**src/rtl/kaq_pkg.sv**
```systemverilog
// Shared types and constants of the keyed action queue.
package kaq_pkg;

    localparam int unsigned ID_W     = 32;
    localparam int unsigned ACTION_W = 8;
    localparam int unsigned OCC_W    = 5;

    localparam logic [ACTION_W-1:0] ACTION_NONE = '0;

    typedef enum logic [1:0] {
        ST_OK      = 2'd0,
        ST_INVALID = 2'd1,
        ST_FULL    = 2'd2,
        ST_NOMATCH = 2'd3
    } kaq_status_t;

    typedef enum logic {
        KIND_PUSH = 1'b0,
        KIND_TAKE = 1'b1
    } kaq_kind_t;

    typedef struct packed {
        logic        load_key;
        logic        push_write;
        logic        mem_read;
        logic        read_next;
        logic        idx_inc;
        logic        shift_write;
        logic        dec_count;
        logic        set_status;
        kaq_status_t status_code;
        logic        out_load;
    } kaq_cmd_t;

    typedef struct packed {
        logic is_take;
        logic key_invalid;
        logic full;
        logic idx_end;
        logic match;
        logic shift_end;
    } kaq_sts_t;

endpackage

```
**src/rtl/kaq_if.sv**
```systemverilog
// Valid/ready channel interfaces for request and response words.
interface kaq_req_if;
    logic                           valid;
    logic                           ready;
    logic                           kind;
    logic [kaq_pkg::ID_W-1:0]       id;
    logic [kaq_pkg::ACTION_W-1:0]   action;

    modport source (output valid, output kind, output id, output action, input ready);
    modport sink (input valid, input kind, input id, input action, output ready);
endinterface

interface kaq_rsp_if;
    logic                           valid;
    logic                           ready;
    logic [1:0]                     status;
    logic [kaq_pkg::OCC_W-1:0]      occupancy;

    modport source (output valid, output status, output occupancy, input ready);
    modport sink (input valid, input status, input occupancy, output ready);
endinterface

```
**src/rtl/kaq_dp.sv**
```systemverilog
// Datapath: entry memory, key, scan index, count and response registers.
module kaq_dp #(
    parameter int unsigned CAPACITY = 16
) (
    input  logic                           clk,
    input  logic                           rst_n,
    input  kaq_pkg::kaq_cmd_t              cmd,
    output kaq_pkg::kaq_sts_t              sts,
    input  logic                           in_kind,
    input  logic [kaq_pkg::ID_W-1:0]       in_id,
    input  logic [kaq_pkg::ACTION_W-1:0]   in_action,
    output logic [1:0]                     out_status,
    output logic [kaq_pkg::OCC_W-1:0]      out_occupancy
);

    localparam int unsigned IDX_W = (CAPACITY > 1) ? $clog2(CAPACITY) : 1;
    localparam int unsigned CNT_W = $clog2(CAPACITY + 1);

    logic [kaq_pkg::ID_W-1:0]     mem_id [CAPACITY];
    logic [kaq_pkg::ACTION_W-1:0] mem_action [CAPACITY];

    logic                           kind_reg;
    logic [kaq_pkg::ID_W-1:0]       id_reg;
    logic [kaq_pkg::ACTION_W-1:0]   action_reg;
    logic [CNT_W-1:0]               idx_reg;
    logic [CNT_W-1:0]               count_reg;
    logic [CNT_W-1:0]               count_next;
    logic [kaq_pkg::ID_W-1:0]       rd_id_reg;
    logic [kaq_pkg::ACTION_W-1:0]   rd_action_reg;
    kaq_pkg::kaq_status_t           status_reg;
    logic [1:0]                     out_status_reg;
    logic [kaq_pkg::OCC_W-1:0]      out_occ_reg;

    logic [CNT_W:0]                 idx_plus;
    logic [IDX_W-1:0]               rd_addr;
    logic [IDX_W-1:0]               wr_addr;
    logic                           wr_en;
    logic [kaq_pkg::ID_W-1:0]       wr_id;
    logic [kaq_pkg::ACTION_W-1:0]   wr_action;

    assign idx_plus = {1'b0, idx_reg} + 1'b1;
    assign rd_addr  = cmd.read_next ? idx_plus[IDX_W-1:0] : idx_reg[IDX_W-1:0];
    assign wr_en    = cmd.push_write | cmd.shift_write;
    assign wr_addr  = cmd.push_write ? count_reg[IDX_W-1:0] : idx_reg[IDX_W-1:0];
    assign wr_id     = cmd.push_write ? id_reg : rd_id_reg;
    assign wr_action = cmd.push_write ? action_reg : rd_action_reg;

    always_comb
    begin
        count_next = count_reg;
        if (cmd.push_write)
        begin
            count_next = count_reg + 1'b1;
        end
        else if (cmd.dec_count)
        begin
            count_next = count_reg - 1'b1;
        end
    end

    always_comb
    begin
        sts.is_take     = (kind_reg == kaq_pkg::KIND_TAKE);
        sts.key_invalid = (id_reg == '0) || (action_reg == kaq_pkg::ACTION_NONE);
        sts.full        = (count_reg >= CNT_W'(CAPACITY));
        sts.idx_end     = (idx_reg >= count_reg);
        sts.match       = (rd_id_reg == id_reg) && (rd_action_reg == action_reg);
        sts.shift_end   = (idx_plus >= {1'b0, count_reg});
    end

    always_ff @(posedge clk or negedge rst_n)
    begin
        if (!rst_n)
        begin
            count_reg <= '0;
        end
        else
        begin
            count_reg <= count_next;
        end
    end

    always_ff @(posedge clk)
    begin
        if (wr_en)
        begin
            mem_id[wr_addr]     <= wr_id;
            mem_action[wr_addr] <= wr_action;
        end
        if (cmd.mem_read)
        begin
            rd_id_reg     <= mem_id[rd_addr];
            rd_action_reg <= mem_action[rd_addr];
        end
    end

    always_ff @(posedge clk)
    begin
        if (cmd.load_key)
        begin
            kind_reg   <= in_kind;
            id_reg     <= in_id;
            action_reg <= in_action;
            idx_reg    <= '0;
        end
        else if (cmd.idx_inc)
        begin
            idx_reg <= idx_reg + 1'b1;
        end
        if (cmd.set_status)
        begin
            status_reg <= cmd.status_code;
        end
        if (cmd.out_load)
        begin
            out_status_reg <= status_reg;
            out_occ_reg    <= kaq_pkg::OCC_W'(count_reg);
        end
    end

    assign out_status    = out_status_reg;
    assign out_occupancy = out_occ_reg;

endmodule

```
**src/rtl/kaq_ctrl.sv**
```systemverilog
// Controller state machine that sequences push, scan and compaction.
module kaq_ctrl (
    input  logic                  clk,
    input  logic                  rst_n,
    input  logic                  in_valid,
    output logic                  in_ready,
    output logic                  out_valid,
    input  logic                  out_ready,
    input  kaq_pkg::kaq_sts_t     sts,
    output kaq_pkg::kaq_cmd_t     cmd
);

    typedef enum logic [6:0] {
        S_IDLE     = 7'b0000001,
        S_DECIDE   = 7'b0000010,
        S_SCAN_RD  = 7'b0000100,
        S_SCAN_CMP = 7'b0001000,
        S_SHIFT_RD = 7'b0010000,
        S_SHIFT_WR = 7'b0100000,
        S_FIN      = 7'b1000000
    } state_t;

    state_t state_reg;
    state_t state_next;
    logic   out_valid_reg;
    logic   out_valid_next;
    logic   out_free;

    assign out_free = !out_valid_reg || out_ready;

    always_comb
    begin
        state_next     = state_reg;
        cmd            = '0;
        cmd.status_code = kaq_pkg::ST_OK;
        in_ready       = 1'b0;
        out_valid_next = out_valid_reg && !out_ready;
        unique case (state_reg)
            S_IDLE:
            begin
                in_ready = 1'b1;
                if (in_valid)
                begin
                    cmd.load_key = 1'b1;
                    state_next   = S_DECIDE;
                end
            end
            S_DECIDE:
            begin
                if (sts.is_take)
                begin
                    state_next = S_SCAN_RD;
                end
                else
                begin
                    cmd.set_status = 1'b1;
                    state_next     = S_FIN;
                    if (sts.key_invalid)
                    begin
                        cmd.status_code = kaq_pkg::ST_INVALID;
                    end
                    else if (sts.full)
                    begin
                        cmd.status_code = kaq_pkg::ST_FULL;
                    end
                    else
                    begin
                        cmd.status_code = kaq_pkg::ST_OK;
                        cmd.push_write  = 1'b1;
                    end
                end
            end
            S_SCAN_RD:
            begin
                if (sts.idx_end)
                begin
                    cmd.set_status  = 1'b1;
                    cmd.status_code = kaq_pkg::ST_NOMATCH;
                    state_next      = S_FIN;
                end
                else
                begin
                    cmd.mem_read = 1'b1;
                    state_next   = S_SCAN_CMP;
                end
            end
            S_SCAN_CMP:
            begin
                if (sts.match)
                begin
                    state_next = S_SHIFT_RD;
                end
                else
                begin
                    cmd.idx_inc = 1'b1;
                    state_next  = S_SCAN_RD;
                end
            end
            S_SHIFT_RD:
            begin
                if (sts.shift_end)
                begin
                    cmd.dec_count   = 1'b1;
                    cmd.set_status  = 1'b1;
                    cmd.status_code = kaq_pkg::ST_OK;
                    state_next      = S_FIN;
                end
                else
                begin
                    cmd.mem_read  = 1'b1;
                    cmd.read_next = 1'b1;
                    state_next    = S_SHIFT_WR;
                end
            end
            S_SHIFT_WR:
            begin
                cmd.shift_write = 1'b1;
                cmd.idx_inc     = 1'b1;
                state_next      = S_SHIFT_RD;
            end
            S_FIN:
            begin
                if (out_free)
                begin
                    cmd.out_load   = 1'b1;
                    out_valid_next = 1'b1;
                    state_next     = S_IDLE;
                end
            end
            default:
            begin
                state_next = S_IDLE;
            end
        endcase
    end

    always_ff @(posedge clk or negedge rst_n)
    begin
        if (!rst_n)
        begin
            state_reg     <= S_IDLE;
            out_valid_reg <= 1'b0;
        end
        else
        begin
            state_reg     <= state_next;
            out_valid_reg <= out_valid_next;
        end
    end

    assign out_valid = out_valid_reg;

endmodule

```
**src/rtl/keyed_action_queue_unit.sv**
```systemverilog
// Top level of the keyed action queue: controller, datapath and checks.
// The queue holds up to CAPACITY (id, action) words in arrival order. A push
// appends at the tail; a take finds the oldest entry equal to the key, removes
// it and moves the younger entries down one slot. Each request word yields one
// response word with a status and the occupancy after the request. A take
// scans the entries one at a time from the oldest and, on a match, copies each
// younger entry down one slot, first reading it and then writing it. A new
// request is taken while the previous response still waits in the output
// register.
module keyed_action_queue_unit #(
    parameter int unsigned CAPACITY = 16
) (
    input  logic       clk,
    input  logic       rst_n,
    kaq_req_if.sink    req,
    kaq_rsp_if.source  rsp
);

    kaq_pkg::kaq_cmd_t cmd;
    kaq_pkg::kaq_sts_t sts;

    kaq_ctrl u_ctrl (
        .clk       (clk),
        .rst_n     (rst_n),
        .in_valid  (req.valid),
        .in_ready  (req.ready),
        .out_valid (rsp.valid),
        .out_ready (rsp.ready),
        .sts       (sts),
        .cmd       (cmd)
    );

    kaq_dp #(
        .CAPACITY (CAPACITY)
    ) u_dp (
        .clk           (clk),
        .rst_n         (rst_n),
        .cmd           (cmd),
        .sts           (sts),
        .in_kind       (req.kind),
        .in_id         (req.id),
        .in_action     (req.action),
        .out_status    (rsp.status),
        .out_occupancy (rsp.occupancy)
    );

    // A push must never write into a full queue or store an invalid key.
    assert property (@(posedge clk) disable iff (!rst_n)
        cmd.push_write |-> (!sts.full && !sts.key_invalid))
        else $error("push written while full or with invalid key");

    // Compaction never copies from beyond the held entries.
    assert property (@(posedge clk) disable iff (!rst_n)
        cmd.shift_write |-> !sts.shift_end)
        else $error("compaction ran past the last held entry");

    // Only a take removes an entry; in the controller, removal follows a match.
    assert property (@(posedge clk) disable iff (!rst_n)
        cmd.dec_count |-> (sts.is_take && $past(cmd.mem_read || cmd.shift_write
            || cmd.idx_inc == 1'b0)))
        else $error("entry removed outside of a take");

endmodule
```
**src/flat_wrapper.sv**
```systemverilog
// flat-port wrapper written by rule: the top's interface ports become plain ports
module keyed_action_queue_unit_flat 
#(
    parameter int unsigned CAPACITY = 16
)
  (clk, rst_n, req_valid, req_kind, req_id, req_action, req_ready, rsp_valid, rsp_status, rsp_occupancy, rsp_ready);
  kaq_req_if req_i ();
  kaq_rsp_if rsp_i ();
  input  logic clk;
  input  logic rst_n;
  input wire logic [$bits(req_i.valid)-1:0] req_valid;
  input wire logic [$bits(req_i.kind)-1:0] req_kind;
  input wire logic [$bits(req_i.id)-1:0] req_id;
  input wire logic [$bits(req_i.action)-1:0] req_action;
  output wire logic [$bits(req_i.ready)-1:0] req_ready;
  output wire logic [$bits(rsp_i.valid)-1:0] rsp_valid;
  output wire logic [$bits(rsp_i.status)-1:0] rsp_status;
  output wire logic [$bits(rsp_i.occupancy)-1:0] rsp_occupancy;
  input wire logic [$bits(rsp_i.ready)-1:0] rsp_ready;
  assign req_i.valid = req_valid;
  assign req_i.kind = req_kind;
  assign req_i.id = req_id;
  assign req_i.action = req_action;
  assign req_ready = req_i.ready;
  assign rsp_valid = rsp_i.valid;
  assign rsp_status = rsp_i.status;
  assign rsp_occupancy = rsp_i.occupancy;
  assign rsp_i.ready = rsp_ready;
  keyed_action_queue_unit #(.CAPACITY(CAPACITY)) u_core (.clk(clk), .rst_n(rst_n), .req(req_i), .rsp(rsp_i));
endmodule
```
**config.mk**
```make
export PLATFORM = sky130hd
export DESIGN_NAME = keyed_action_queue_unit_flat
export DESIGN_NICKNAME = d
export VERILOG_FILES = /design/src/rtl/kaq_pkg.sv /design/src/rtl/kaq_if.sv /design/src/rtl/kaq_dp.sv /design/src/rtl/kaq_ctrl.sv /design/src/rtl/keyed_action_queue_unit.sv /design/src/flat_wrapper.sv
export SDC_FILE = /design/constraint.sdc
export NUM_CORES = 1
export LEC_CHECK = 0
export ABC_CLOCK_PERIOD_IN_PS = 4300
export BUFFER_PORTS_ARGS = -buffer_cell sky130_fd_sc_hd__clkbuf_2
export CORE_MARGIN = 5
export CORE_UTILIZATION = 40
export DETAILED_ROUTE_END_ITERATION = 10
export SLEW_MARGIN = 30
export SYNTH_ARGS = -nofsm -noshare
export SYNTH_HDL_FRONTEND = slang
export SYNTH_HIERARCHICAL = 1
export SYNTH_SLANG_ARGS = --single-unit
```
**constraint.sdc**
```tcl
create_clock -name clk -period 4.3 [get_ports clk]
set_input_delay 0.215 -clock clk [delete_from_list [all_inputs] [get_ports clk]]
set_output_delay 0.215 -clock clk [all_outputs]
set_load 0.05 [all_outputs]
```
==> flow_summary_export.csv <==
group,metric,value,unit
setup_path,setup.worst_path.class,"flip-flop to flip-flop",
placed_design,dp_hpwl,43.4,mm
synthesis,async_flop_share,1.74,%
synthesis,syn_area_per_cell,17.9,um2
synthesis,seq_area_frac_synth,69.3,%
finish,largest-register,"u_core/u_dp/mem_id",
timing,finalHoldViolations,0,
timing,finalSetupViolations,0,
cts,worst_skew_pair.late_latency,0.63,ns
pwr,seqPwrFrac,51.9,%
cts,clock-root-buffer,"clkbuf_16",
die,start_util,40.2,%
grt,global_route.usage.total,19.0,%
pwr,clkPwrFrac,40.7,%
synthesis,netlist_instances,1800,
synthesis,ys_top_cells_by_count,"edfxtp_1, mux2i_1, mux2_2",
synthesis,synth_nets,1860,
detailed_routing,drtIter0Drc,1696,
grt,grt_pass1_wl,122,mm
finish,num_antenna_cells,0,
finish,post-route-util,46.5,%
pwr,swShare,22.9,%
pwr,p_switching,0.00376,W
timing,fmax,250,MHz
timing,finClkSkew,0.0222,ns
cts,clock_sinks,748,
finish,largest_reg_flops,512,
die,io_pins,54,
synthesis,synth_edf_count,730,
pwr,p_leak,11.4,nW
timing,fin_crit,4.00,ns
timing,tightest_slew,0.925,ns
synthesis,synth_top_area_share,67.9,%
detailed_routing,firstDrtPassIters,6,
die,die_area,0.0865,mm2
cts,cts.path.max_buffers,3,
grt,antenna_found_initial,0,
timing,drv_slew,0,
worst_hold_path,hp-class,"input pin to asynchronous set/reset pin",
setup_path,cp_max_fo,26,
timing,fin_setup_tns,0,ns
cts,cts_htree_levels,3,
finish,stdcell_count,3044,
setup_path,cp-start-kind,"flip-flop",
detailed_routing,viasPerCell,5.94,
die,rows,104,
detailed_routing,drcViolationCount,0,
finish,drive_gt1_share,22.2,%
synthesis,ys_types,66,
grt,grt_pass1_vias,18600,
die,die_w,294,um
synthesis,synthFlopType,"edfxtp_1",
timing,max_slew_margin,38.1,%
run,cap_violations,0,
grt,grt_max_degree,119,
cts,cts-resized-gates,0,
pwr,internal_power,0.0126,W
grt,grt-ovfl-total,0,
placed_design,portBuffers,53,
synthesis,ys_seq_elements,748,
detailed_routing,wl_per_cell,27.5,um
setup_path,worstPathArrival,4.36,ns
timing,hold_slack,0.0239,ns
setup_path,worst_setup_path_end_kind,"flip-flop",
pwr,ir_worst_vdd,0.384,mV
die,die_h,294,um
detailed_routing,routed_wl,83.7,mm
synthesis,yosysTopAreaCell,"edfxtp_1",
detailed_routing,vias,18100,
pwr,power_density,439,mW/mm2
synthesis,ys_warn_count,6,
finish,nets,1981,
finish,areaGrowthSynthToFinish,15.7,%
setup_path,required,4.67,ns
status,status,"complete, no violations",
synthesis,synthTopCellsByArea,"edfxtp_1, mux2i_1, mux4_2",
pwr,comb_power_share,7.4,%
timing,rsz0062_at_grt,"no",
cts,cts_tree,"done",
die,core_area,0.0803,mm2
placed_design,gp_congestion,0.780,
cts,cts_inserted_buffers,79,
synthesis,yosysMostFrequentCell,"edfxtp_1",
synthesis,synth_area,0.0323,mm2
detailed_routing,ant_nets,0,
placed_design,dp.cells,2856,
cts,cts.clk_slew.worst_paths,0.06,ns
timing,period_share,92.9,%
finish,top_regs,"u_core/u_dp/mem_id x512, u_core/u_dp/mem_action x128",
[area by class of cell]
type	count	area (um2)
timing repair buffer	159	1530
inverter	17	63.8
clock buffer	93	2070
multi-input combinational	916	9510
sequential	748	22400
fill	6631	43000
tap	1060	1330
clock inverter	51	474
[power by group through the flow]
stage	logic [W]	clock network, W	registers [W]
after floorplan	0.000787	0	0.00855
after global placement	0.00115	0	0.00865
after detailed placement	0.00118	0	0.00865
after CTS	0.00122	0.00681	0.00850
after global routing	0.00132	0.00711	0.00851
final	0.00121	0.00666	0.00850
[path summary, 6_finish.rpt]
kind                                                 to  slack (ns)  cells after the start                 startpoint
min in group clk                   u_core/u_dp/kind_reg        0.31                      2                   req_kind
max                        u_core/u_dp/rd_action_reg[3]        0.30                     15     u_core/u_dp/idx_reg[0]
min reg2reg                   u_core/u_dp/out_status[1]        0.42                      0  u_core/u_dp/status_reg[1]
max reg2reg                u_core/u_dp/rd_action_reg[3]        0.30                     15     u_core/u_dp/idx_reg[0]
max in group asynchronous    u_core/u_ctrl/state_reg[0]        3.98                      2                      rst_n
min                          u_core/u_ctrl/state_reg[1]        0.02                      2                      rst_n
[layer usage]
metal | global-route usage [%] | wire length, um | vias up
li1 | - | - | 7761
met1 | 26.3 | 35400 | 9505
met2 | 31.5 | 40600 | 671
met3 | 3.24 | 5610 | 136
met4 | 5.26 | 2100 | 0
met5 | 0 | 0 | -
[cell families after synthesis]
logic type,after synthesis,synth area share (%)
AO/OA/AOI/OAI,284,7.20
XOR/XNOR,54,1.49
adder cells (fa/ha/maj),15,0.605
buffers and inverters,136,1.99
flip-flops,748,69.3
multiplexers,443,17.3
AND/OR/NAND/NOR,120,2.14
[what timing repair did]
item	in CTS	in global routing
hold endpoints to repair	57	0
setup endpoints to repair	0	0
hold buffers	44	0
setup buffers	0	0
[stage by stage]
step	worst slack, ns	total power [W]	area [um2]
after floorplan	0.0789	0.00934	32300
after global placement	0.368	0.00980	34300
after detailed placement	0.332	0.00983	34300
after CTS	0.300	0.0165	37300
after global routing	0.0257	0.0169	37300
final	0.304	0.0164	37300
[critical path: stages (launching register included)]
cell	delay, ns
dfxtp_1	0.40
buf_4	0.19
and2_1	0.16
nand2_1	0.12
xnor2_1	0.16
ha_1	0.28
o21a_1	0.10
o21ai_0	0.15
nand2_1	0.20
nor2_1	0.17
buf_4	0.23
nand2_1	0.20
xnor2_4	0.24
buf_4	0.42
mux4_2	0.37
a221o_1	0.35
[cells in the final DEF, fill, tap and decap left out, types with 6 or more instances in the layout]
cell type	count
dfrtp_1	12
ha_1	13
nand2_1	12
o22ai_1	41
clkbuf_1	12
clkinv_1	21
edfxtp_1	730
mux4_2	80
nand3_1	8
clkinv_2	14
dlygate4sd3_1	44
a21o_1	6
a22oi_1	80
nand4_1	9
mux2_2	87
buf_4	33
a221oi_1	41
a21oi_1	9
mux2_1	34
nor2_1	19
a32o_1	40
bufinv_16	7
inv_1	14
xor2_1	38
nor4_1	19
a221o_1	40
mux2i_1	242
nor2_4	22
clkbuf_2	53
xnor2_1	15
buf_12	29
clkbuf_16	81
Power figures use the tool's default switching activity.
